===== config.mk =====
export PLATFORM = sky130hd
export DESIGN_NAME = lgs_cell_unit
export DESIGN_NICKNAME = d
export VERILOG_FILES = /design/src/sv/life_grid_generation_step_top_assert.svh /design/src/sv/lgs_pkg.sv /design/src/sv/lgs_cell_unit.sv
export SDC_FILE = /design/constraint.sdc
export NUM_CORES = 1
export LEC_CHECK = 0
export BUFFER_PORTS_ARGS = -buffer_cell sky130_fd_sc_hd__buf_4
export CAP_MARGIN = 20
export CORE_AREA = 3 3 40 42
export DETAILED_ROUTE_END_ITERATION = 10
export DIE_AREA = 0 0 43 45
export GPL_TIMING_DRIVEN = 0
export PLACE_DENSITY = 0.32
export SYNTH_ARGS = -nofsm -noshare
export SYNTH_HDL_FRONTEND = slang
export SYNTH_SLANG_ARGS = --single-unit

===== constraint.sdc =====
create_clock -name vclk -period 5.7
set_clock_uncertainty 0.1 [all_clocks]
set_input_delay 1.14 -clock vclk [all_inputs]
set_output_delay 1.14 -clock vclk [all_outputs]
set_load 0.005 [all_outputs]

===== src/sv/life_grid_generation_step_top_assert.svh =====
// Assertion macros for the life grid generation step block.
// Included by the top level; no other dependencies.
`ifndef LIFE_GRID_GENERATION_STEP_TOP_ASSERT_SVH
`define LIFE_GRID_GENERATION_STEP_TOP_ASSERT_SVH

`ifndef SYNTHESIS
`define LGS_ASSERT(lbl, clk, rst_n, prop, msg) \
  lbl: assert property (@(posedge clk) disable iff (!rst_n) prop) else $error(msg);
`define LGS_ASSERT_ALWAYS(lbl, clk, prop, msg) \
  lbl: assert property (@(posedge clk) prop) else $error(msg);
`else
`define LGS_ASSERT(lbl, clk, rst_n, prop, msg)
`define LGS_ASSERT_ALWAYS(lbl, clk, prop, msg)
`endif

`endif


===== src/sv/lgs_pkg.sv =====
// Shared types and constants for the life grid generation step block.
// No dependencies.
package lgs_pkg;

  localparam int MAX_ROWS = 64;
  localparam int MAX_COLS = 64;
  localparam int ROW_W    = $clog2(MAX_ROWS);
  localparam int COL_W    = $clog2(MAX_COLS);
  localparam int DIM_W    = 7;
  localparam int CFG_IDX_W = 2;

  localparam logic [DIM_W-1:0] DIM_RESET = DIM_W'(64);

  localparam logic [CFG_IDX_W-1:0] CFG_GRID_WIDTH  = CFG_IDX_W'(0);
  localparam logic [CFG_IDX_W-1:0] CFG_GRID_HEIGHT = CFG_IDX_W'(1);

  typedef enum logic [1:0] {
    CMD_WRITE   = 2'd0,
    CMD_ADVANCE = 2'd1,
    CMD_READ    = 2'd2
  } lgs_cmd_t;

  typedef enum logic [2:0] {
    ST_IDLE,
    ST_CELL_WR,
    ST_CELL_RD,
    ST_ADV_LD0,
    ST_ADV_LDB,
    ST_ADV_CELL,
    ST_ADV_WB,
    ST_RESP
  } lgs_state_t;

  // 3x3 neighborhood around one cell; bit 0 is the column to the left,
  // bit 1 the cell's own column, bit 2 the column to the right.
  typedef struct packed {
    logic [2:0] above;
    logic [2:0] mid;
    logic [2:0] below;
  } lgs_win_t;

endpackage


===== src/sv/lgs_cell_unit.sv =====
// Shared B3/S23 rule unit: counts the eight neighbors and gives the new cell.
// Depends on lgs_pkg.
module lgs_cell_unit
  import lgs_pkg::*;
(
  input  lgs_win_t win,
  output logic     alive_nxt
);

  logic [3:0] nbr_cnt;
  logic [7:0] nbr_bits;

  assign nbr_bits = {win.above, win.mid[2], win.mid[0], win.below};

  always_comb begin
    nbr_cnt = '0;
    for (int k = 0; k < 8; k++) begin
      nbr_cnt = nbr_cnt + 4'(nbr_bits[k]);
    end
  end

  // Birth on exactly three, survival on two or three.
  assign alive_nxt = (nbr_cnt == 4'd3) || (win.mid[1] && (nbr_cnt == 4'd2));

endmodule


# Word level (Yosys, flattened, before mapping)
# Index checks and enable logic that the tools add are counted.
# word_totals
reg_bits	0
inputBits	9
output_inout_bits	1
elab_cells	11
# op_classes
addsub	7
n_eq_ne	2
reduce_logical	2
# ops
operator	count
$add 4x1->4	4
$eq 4x2->1 const B	2
$add 3x1->4	1
$add 2x1->3	1
$add 1x1->2	1
$logic_and 1x1->1	1
$logic_or 1x1->1	1

# Logic depth before layout (Yosys ltp)
# Gate-level depths: netlist (run 1).
# logic_depth
word_depth	10
depth_mapped	9
mapped_depth_nobuf	9

# Worst setup path after synthesis (run 1)
# OpenSTA, ideal clock, no wires.
# synth_timing
kind	input-to-output
start	in win[0] (netlist name)
end	out alive_nxt
t_arrival_ps	3605
required_time_ps	4460
path_slack_ps	855
cell_stages	9
n_path_buf	0
path_cell_list	inv_1 > fa_1 > fa_1 > fa_1 > inv_1 > ha_1 > fa_1 > or2_0 > a21oi_1
# synth_between
elab_chain_cells	10
elab_cells_between_ends	11
cone_classes	add/sub: 7; eq/ne: 2; reduce/logical: 2
# synth_rtl
element	line_no	rtl
from (decl)	lgs_cell_unit.sv:6	input lgs_win_t win,
$add 1x1->2 (*)	lgs_cell_unit.sv:18	nbr_cnt = nbr_cnt + 4'(nbr_bits[k]);
$add 2x1->3 (*)	lgs_cell_unit.sv:18	
$add 3x1->4 (*)	lgs_cell_unit.sv:18	
$add 4x1->4 (*) (4 in series)	lgs_cell_unit.sv:18	
$eq 4x2->1	lgs_cell_unit.sv:23	assign alive_nxt = (nbr_cnt == 4'd3) || (win.mid[1] && (nbr_cnt == 4'd2));
$logic_and 1x1->1	lgs_cell_unit.sv:23	
$logic_or 1x1->1 (*)	lgs_cell_unit.sv:23	
to (decl)	lgs_cell_unit.sv:7	output logic alive_nxt
# Every way passes the cells marked *; elsewhere a longest branch is shown, timed or not.

# Worst setup path in the final report (run 1)
# Same ends and word-level chain as after synthesis.

==> results of run 1 <==
## final cells by class
class                      instances  share of cell area (%)
multi-input combinational         12                    51.6
timing repair buffer              10                    26.9
inverter                          11                    14.8
tap                               15                    6.73
## logic make-up after synthesis
kind of cell / count (synthesis) / share of synthesized area (%)
adders and majority gates: 7 / 63.5
and+or+nand+nor: 2 / 6.08
buffers and inverters: 11 / 22.3
AOI/OAI and AO/OA: 3 / 8.11
## layer usage
metal	routed length, um	track usage (%)	part of all wire (%)
met3	34	0.398	10
met4	0	0	0
met1	118	5.10	35
met2	179	8.08	54
met5	0	0	0
## through the flow
step | instances | util (%) | instance area, sq um | worst slack [ns] | hold WS (ns)
final | 48 | 21.7 | 279 | 0.615 | 2.54
after global routing | 48 | 21.7 | 279 | 0.478 | 2.57
after CTS | 48 | 21.7 | 279 | 0.588 | 2.54
after detailed placement | 48 | 21.7 | 279 | 0.589 | 2.54
after global placement | 48 | 21.7 | 279 | 0.615 | 2.55
after floorplan | 23 | - | 185 | 0.855 | 2.35
## synthesized netlist by cell type, drive strengths merged
master   n
a21oi    2
fa       4
ha       3
inv     11
nand3    1
o21ai    1
or2      1
## report_power, final
group	switching (mW)	total (mW)	internal, mW	leakage, nW
clock network	0	0	0	0
registers	0	0	0	0
logic	0.0171	0.0368	0.0197	0.166
## placed cells by master, fill, tap and decap left out
cell type  synthesis  routed
buf_4              0      10
fa_1               4       4
a21oi_1            2       2
ha_1               3       3
nand3_1            1       1
o21ai_0            1       1
or2_0              1       1
inv_1             11      11
## worst max-delay path: cells and delay by family
kind	cells	cell delay, ns
buffers and inverters	4	0.27
adders and majority gates	5	2.09
and+or+nand+nor	1	0.20
AOI/OAI and AO/OA	1	0.14
## path summary, 6_finish.rpt
kind / end / cells after the start / slack (ns)
worst min-delay path: alive_nxt / 4 / 2.54
worst max-delay path: alive_nxt / 11 / 0.62
==> results.yml, run 1 <==
yosys:
  synth_seq_area_share_pct: 0
  synth_top_area_cell: "fa_1"
  syn_nets: 39
  syn_avg_cell_area_sq_um: 8.05
  synth_area_leaders: "fa_1 43%, inv_1 22%, ha_1 20%, a21oi_1 5.4%, or2_0 3.4%"
  synth_top_area_share_pct: 43.2
  syn_inst: 23
  synthDistinctLibCells: 7
  synth_warnings: 0
  syn_area_sq_um: 185
routing:
  finalWirelength_um: 333
  remaining_drc_errors: 0
  firstDrtPassIters: 2
  wl_per_cell_um: 6.94
  drtAntennaViolNets: 0
  avgViaCountPerCell: 3.46
  dr.first_iter.drc_count: 3
  via_count: 166
clock_tree:
  hold_buffers: 0
  post_cts_resized: 0
  cts_setup_buffers: 0
grt:
  antenna_found_initial: 0
  track_usage_pct: 4.09
  grt_start_max_net_pins: 3
  gr-total-overflow: 0
  grt_pass1_vias: 161
  grt_pass1_wl_um: 648
finish:
  fillers: 150
  seq_area_sq_um: 0
  fin_nets: 51
  insertedDiodeCount: 0
  clock_buffers: 0
  n_sequential_cell: 0
  drive_above_1_share_pct: 30.3
  multiInputGateArea_sq_um: 144
  synthToLayoutAreaGrowth_pct: 50.7
timing:
  rsz0062_at_grt: "no"
  setup_viol: 0
  worst_pin_slew_ns: 0.142
  maxSlewHeadroom_pct: 90.4
  period_share_pct: 89.2
  slew_violations: 0
  fin_crit_ns: 5.08
  hold_viol: 0
  setup_tns_ns: 0
  fmax_mhz: 197
setup_path:
  crit_type: "input port to primary output"
  max_stage_delay_ns: 0.55
  crit_arrival_ns: 3.84
  critPathLaunchType: "input port"
  cp_max_fo: 2
  slowest_stage: "fa_1"
  cpMostUsedCell: "fa_1"
  cp.required_ns: 4.46
  worst_setup_path_end_kind: "primary output"
  worstPathCellList: "buf_4 -> inv_1 -> fa_1 -> fa_1 -> fa_1 -> inv_1 -> ha_1 -> fa_1 -> or2_0 -> a21oi_1 -> buf_4"
  cp-startpoint: "win[0]"
power_and_ir_drop:
  leakagePower_nw: 0.166
  power_uw: 36.8
  power_density_nw_per_um2: 132
  ir_drop_v: 0.0000247
place:
  hpwl_um: 327
  globalplace.congestion: 0.546
  io_buffers: 10
die:
  core_sq_um: 1280
  die_w_um: 43
  io_pins: 10
  rows: 13
  die_y_um: 45
  start_util_pct: 14.4
  dieArea_sq_um: 1940
min_path:
  worstHoldStart: "win[4]"
  min_path_type: "input port to primary output"
run:
  drv_cap: 0
status:
  status: "finished, final reports clean"
Power figures use the tool's default switching activity.
==> inputs of run 2 (changes only) <==
--- a/config.mk
+++ b/config.mk
@@ -5,13 +5,14 @@
 export SDC_FILE = /design/constraint.sdc
 export NUM_CORES = 1
 export LEC_CHECK = 0
+export ABC_AREA = 1
 export BUFFER_PORTS_ARGS = -buffer_cell sky130_fd_sc_hd__buf_4
 export CAP_MARGIN = 20
 export CORE_AREA = 3 3 40 42
 export DETAILED_ROUTE_END_ITERATION = 10
 export DIE_AREA = 0 0 43 45
 export GPL_TIMING_DRIVEN = 0
-export PLACE_DENSITY = 0.32
+export PLACE_DENSITY = 0.33
 export SYNTH_ARGS = -nofsm -noshare
 export SYNTH_HDL_FRONTEND = slang
 export SYNTH_SLANG_ARGS = --single-unit
==> results.yml, run 2 <==
status:
  status: "finished, final reports clean"
finish:
  fillers: 150
  layout_common_cells: "15 x inv_1, 10 x buf_4, 4 x fa_1, 3 x nand2_1, 3 x ha_1"
  multiInputGateArea_sq_um: 144
  fin_nets: 56
  synthToLayoutAreaGrowth_pct: 46.9
  seq_area_sq_um: 0
  finalNonFillerCells: 53
  final_common_cell: "inv_1"
  drive_above_1_share_pct: 26.3
  insertedDiodeCount: 0
  n_sequential_cell: 0
  clock_buffers: 0
grt:
  grt_pass1_vias: 169
  gr-total-overflow: 0
  track_usage_pct: 3.83
  grt_pass1_wl_um: 600
  grt_start_max_net_pins: 3
  antenna_found_initial: 0
setup_path:
  worst_setup_path_end_kind: "primary output"
  critPathLaunchType: "input port"
  max_stage_delay_ns: 0.54
  cp.required_ns: 4.46
  cp-endpoint: "alive_nxt"
  worstPathCellList: "buf_4 -> inv_1 -> fa_1 -> fa_1 -> fa_1 -> inv_1 -> ha_1 -> fa_1 -> nand3_1 -> a21oi_1 -> buf_4"
  cpMostUsedCell: "fa_1"
  cp_max_fo: 2
  slowest_stage: "fa_1"
  crit_arrival_ns: 3.79
  cp-startpoint: "win[0]"
  crit_type: "input port to primary output"
clock_tree:
  post_cts_resized: 0
  hold_buffers: 0
  cts_setup_buffers: 0
timing:
  slew_violations: 0
  maxSlewHeadroom_pct: 91.9
  hold_viol: 0
  fin_ws_ns: 0.666
  period_share_pct: 88.3
  fmax_mhz: 199
  setup_tns_ns: 0
  fin_crit_ns: 5.03
  worst_pin_slew_ns: 0.121
  setup_viol: 0
  rsz0062_at_grt: "no"
place:
  dp_worst_setup_slack_ns: 0.646
  io_buffers: 10
  place_inst: 53
  globalplace.congestion: 0.632
  hpwl_um: 352
power_and_ir_drop:
  power_density_nw_per_um2: 141
  power_uw: 41.3
  leakagePower_nw: 0.188
  ir_drop_v: 0.0000215
routing:
  wl_per_cell_um: 6.62
  remaining_drc_errors: 0
  avgViaCountPerCell: 3.43
  drtAntennaViolNets: 0
  via_count: 182
  finalWirelength_um: 351
  dr.first_iter.drc_count: 0
  firstDrtPassIters: 1
yosys:
  synth_compound_area_share_pct: 2.50
  synth_top_family_by_area: "adder cells"
  synth_top_area_cell: "fa_1"
  syn_area_sq_um: 200
  synth_xor_area_share_pct: 0
  yosysMostFrequentCell: "inv_1"
  synthDistinctLibCells: 6
  synth_warnings: 0
  synthTopCellsByCount: "15 x inv_1, 4 x fa_1, 3 x ha_1, 3 x nand2_1, 2 x nand3_1"
  syn_nets: 44
  yosys.area_share.simple_pct: 10.6
  synth_top_area_share_pct: 40.0
  synth_seq_area_share_pct: 0
  syn_avg_cell_area_sq_um: 7.15
  syn_inst: 28
  synth_area_leaders: "fa_1 40%, inv_1 28%, ha_1 19%, nand2_1 5.6%, nand3_1 5.0%"
  muxShareOfSynthArea_pct: 0
  synth_fa_ha_area_share_pct: 58.8
die:
  dieArea_sq_um: 1940
  core_sq_um: 1280
  start_util_pct: 15.6
  io_pins: 10
  die_y_um: 45
  die_w_um: 43
  rows: 13
min_path:
  worstHoldStart: "win[4]"
  min_path_type: "input port to primary output"
run:
  drv_cap: 0
[run 2: cell count changes in the layout (fill, tap and decap cells not counted), sizes merged]
cell   change
a21oi      -1
inv        +4
nand2      +3
nand3      +1
o21ai      -1
or2        -1
[run 2: per-stage QoR]
| step | util (%) | hold WS, ns | area, sq um |
|---|---|---|---|
| floorplan | - | 2.35 | 200 |
| global placement | 22.9 | 2.59 | 294 |
| detailed placement | 22.9 | 2.60 | 294 |
| CTS | 22.9 | 2.60 | 294 |
| global route | 22.9 | 2.63 | 294 |
| finish | 22.9 | 2.59 | 294 |
[run 2: critical path: cells and delay by family]
| family | cells | cell delay [ns] |
|---|---|---|
| AO/OA/AOI/OAI | 1 | 0.12 |
| buffers and inverters | 4 | 0.28 |
| AND/OR/NAND/NOR | 1 | 0.08 |
| adder cells (fa/ha/maj) | 5 | 2.17 |
[run 2: kinds of logic (layout without fill, tap and decap cells)]
family,Yosys count,count (layout)
buffers and inverters,15,25
adder cells (fa/ha/maj),7,7
AND/OR/NAND/NOR,5,5
AO/OA/AOI/OAI,1,1
[run 2: cell type report]
class	instances	share of cell area, %
Tap cell	15	6.38
Inverter	15	19.1
Multi-Input combinational cell	13	48.9
Timing Repair Buffer	10	25.5
[run 2: where the power goes]
group / internal [mW] / switching, mW
clock network: 0 / 0
logic: 0.0216 / 0.0197
registers: 0 / 0
[run 2: worst min-delay path by stage]
stage,to,slack [ns],depth (start not counted)
floorplan,alive_nxt,2.35,4
global placement,alive_nxt,2.59,6
global route,alive_nxt,2.63,6
CTS,alive_nxt,2.60,6
detailed placement,alive_nxt,2.60,6
finish,alive_nxt,2.59,6
[run 2: per-layer routing]
metal	vias up	track usage (%)	part of all wire, %
li1	95	-	-
met1	84	3.37	34
met2	3	9.58	63
met3	0	0	3.4
met4	0	0	0
met5	-	0	0
==> inputs of run 3 (changes only) <==
--- a/config.mk
+++ b/config.mk
@@ -13,6 +13,7 @@
 export DIE_AREA = 0 0 43 45
 export GPL_TIMING_DRIVEN = 0
 export PLACE_DENSITY = 0.33
+export RECOVER_POWER = 100
 export SYNTH_ARGS = -nofsm -noshare
 export SYNTH_HDL_FRONTEND = slang
 export SYNTH_SLANG_ARGS = --single-unit
==> results.yml, run 3 (same netlist as run 2, synthesis figures left out) <==
grt:
  antenna_found_initial: 0
  globalRoute.busiestLayer: "met2"
  met2_usage_pct: 9.58
  track_usage_pct: 3.83
  grt_start_max_net_pins: 3
  globalRouteMet1Util_pct: 3.37
  grt_pass1_vias: 169
  met3_usage_pct: 0
  grt_pass1_wl_um: 600
  gr-total-overflow: 0
place:
  dp_worst_setup_slack_ns: 0.646
  place_area_sq_um: 294
  hpwl_um: 352
  globalplace.congestion: 0.632
  io_buffers: 10
power_and_ir_drop:
  leakagePower_nw: 0.188
  power_density_nw_per_um2: 139
  p_sw_uw: 19.6
  p_sw_share_pct: 47.8
  ir_drop_v: 0.0000209
  clock_power_share_pct: 0
  p_comb_share_pct: 100.0
  internal_power_uw: 21.4
  seq_power_share_pct: 0
clock_tree:
  hold_buffers: 0
  post_cts_resized: 0
  cts_setup_buffers: 0
finish:
  design_area_sq_um: 294
  fillers: 150
  layout_common_cells: "15 x inv_1, 9 x buf_4, 4 x fa_1, 3 x nand2_1, 3 x ha_1"
  drive_above_1_share_pct: 26.3
  insertedDiodeCount: 0
  synthToLayoutAreaGrowth_pct: 46.9
  seq_area_sq_um: 0
  n_sequential_cell: 0
  clock_buffers: 0
  final_common_cell: "inv_1"
  final_core_util_pct: 22.9
  fin_nets: 56
routing:
  finalWirelength_um: 350
  avgViaCountPerCell: 3.43
  wl_per_cell_um: 6.60
  firstDrtPassIters: 1
  drtAntennaViolNets: 0
  via_count: 182
  dr.first_iter.drc_count: 0
  remaining_drc_errors: 0
timing:
  hold_viol: 0
  rsz0062_at_grt: "no"
  worst_pin_slew_ns: 0.121
  period_share_pct: 88.6
  slew_violations: 0
  maxSlewHeadroom_pct: 91.9
  fin_ws_ns: 0.651
  fin_crit_ns: 5.05
  setup_viol: 0
  setup_tns_ns: 0
  holdWs_ns: 2.59
  fmax_mhz: 198
setup_path:
  cpMostUsedCell: "fa_1"
  crit_arrival_ns: 3.81
  max_stage_delay_ns: 0.54
  worst_setup_path_end_kind: "primary output"
  crit_type: "input port to primary output"
  cp_max_fo: 2
  critPathLaunchType: "input port"
  worstPathCellList: "buf_4 -> inv_1 -> fa_1 -> fa_1 -> fa_1 -> inv_1 -> ha_1 -> fa_1 -> nand3_1 -> a21oi_1 -> clkbuf_4"
  slowest_stage: "fa_1"
  cp.required_ns: 4.46
die:
  dieArea_sq_um: 1940
  rows: 13
  io_pins: 10
  core_sq_um: 1280
  die_w_um: 43
  die_y_um: 45
  start_util_pct: 15.6
min_path:
  min_path_type: "input port to primary output"
status:
  status: "finished, final reports clean"
run:
  drv_cap: 0
run 3: metrics by stage:
step	power (mW)	std cells
2_1_floorplan	0.0273	28
3_3_place_gp	0.0413	53
3_5_place_dp	0.0423	53
4_1_cts	0.0427	53
5_1_grt	0.0487	53
6_report	0.0409	53
run 3: final cells by class:
| type | instances | area [sq um] | area share [%] |
|---|---|---|---|
| multi-input cells | 13 | 144 | 48.9 |
| repair buffers | 10 | 75.1 | 25.5 |
| inverters | 15 | 56.3 | 19.1 |
| well taps | 15 | 18.8 | 6.38 |
run 3: power by group through the flow:
stage	logic (mW)	registers (mW)	clock network (mW)
final	0.0409	0	0
after detailed placement	0.0423	0	0
after CTS	0.0427	0	0
after global placement	0.0413	0	0
after floorplan	0.0273	0	0
after global routing	0.0487	0	0
run 3: layer usage:
metal,wire length [um],part of all wire (%)
met2,220,63
met1,118,34
met4,0,0
met5,0,0
met3,12,3.4
run 3: worst paths after layout:
check              start  cells past startpoint        end  slack, ns
hold / removal    win[4]                      6  alive_nxt       2.59
setup / recovery  win[0]                     11  alive_nxt       0.65
run 3: critical path: cells and delay by family:
| kind | cells | cell delay, ns |
|---|---|---|
| compound gates | 1 | 0.11 |
| simple gates | 1 | 0.08 |
| buf+inv | 4 | 0.30 |
| fa+ha+maj | 5 | 2.17 |
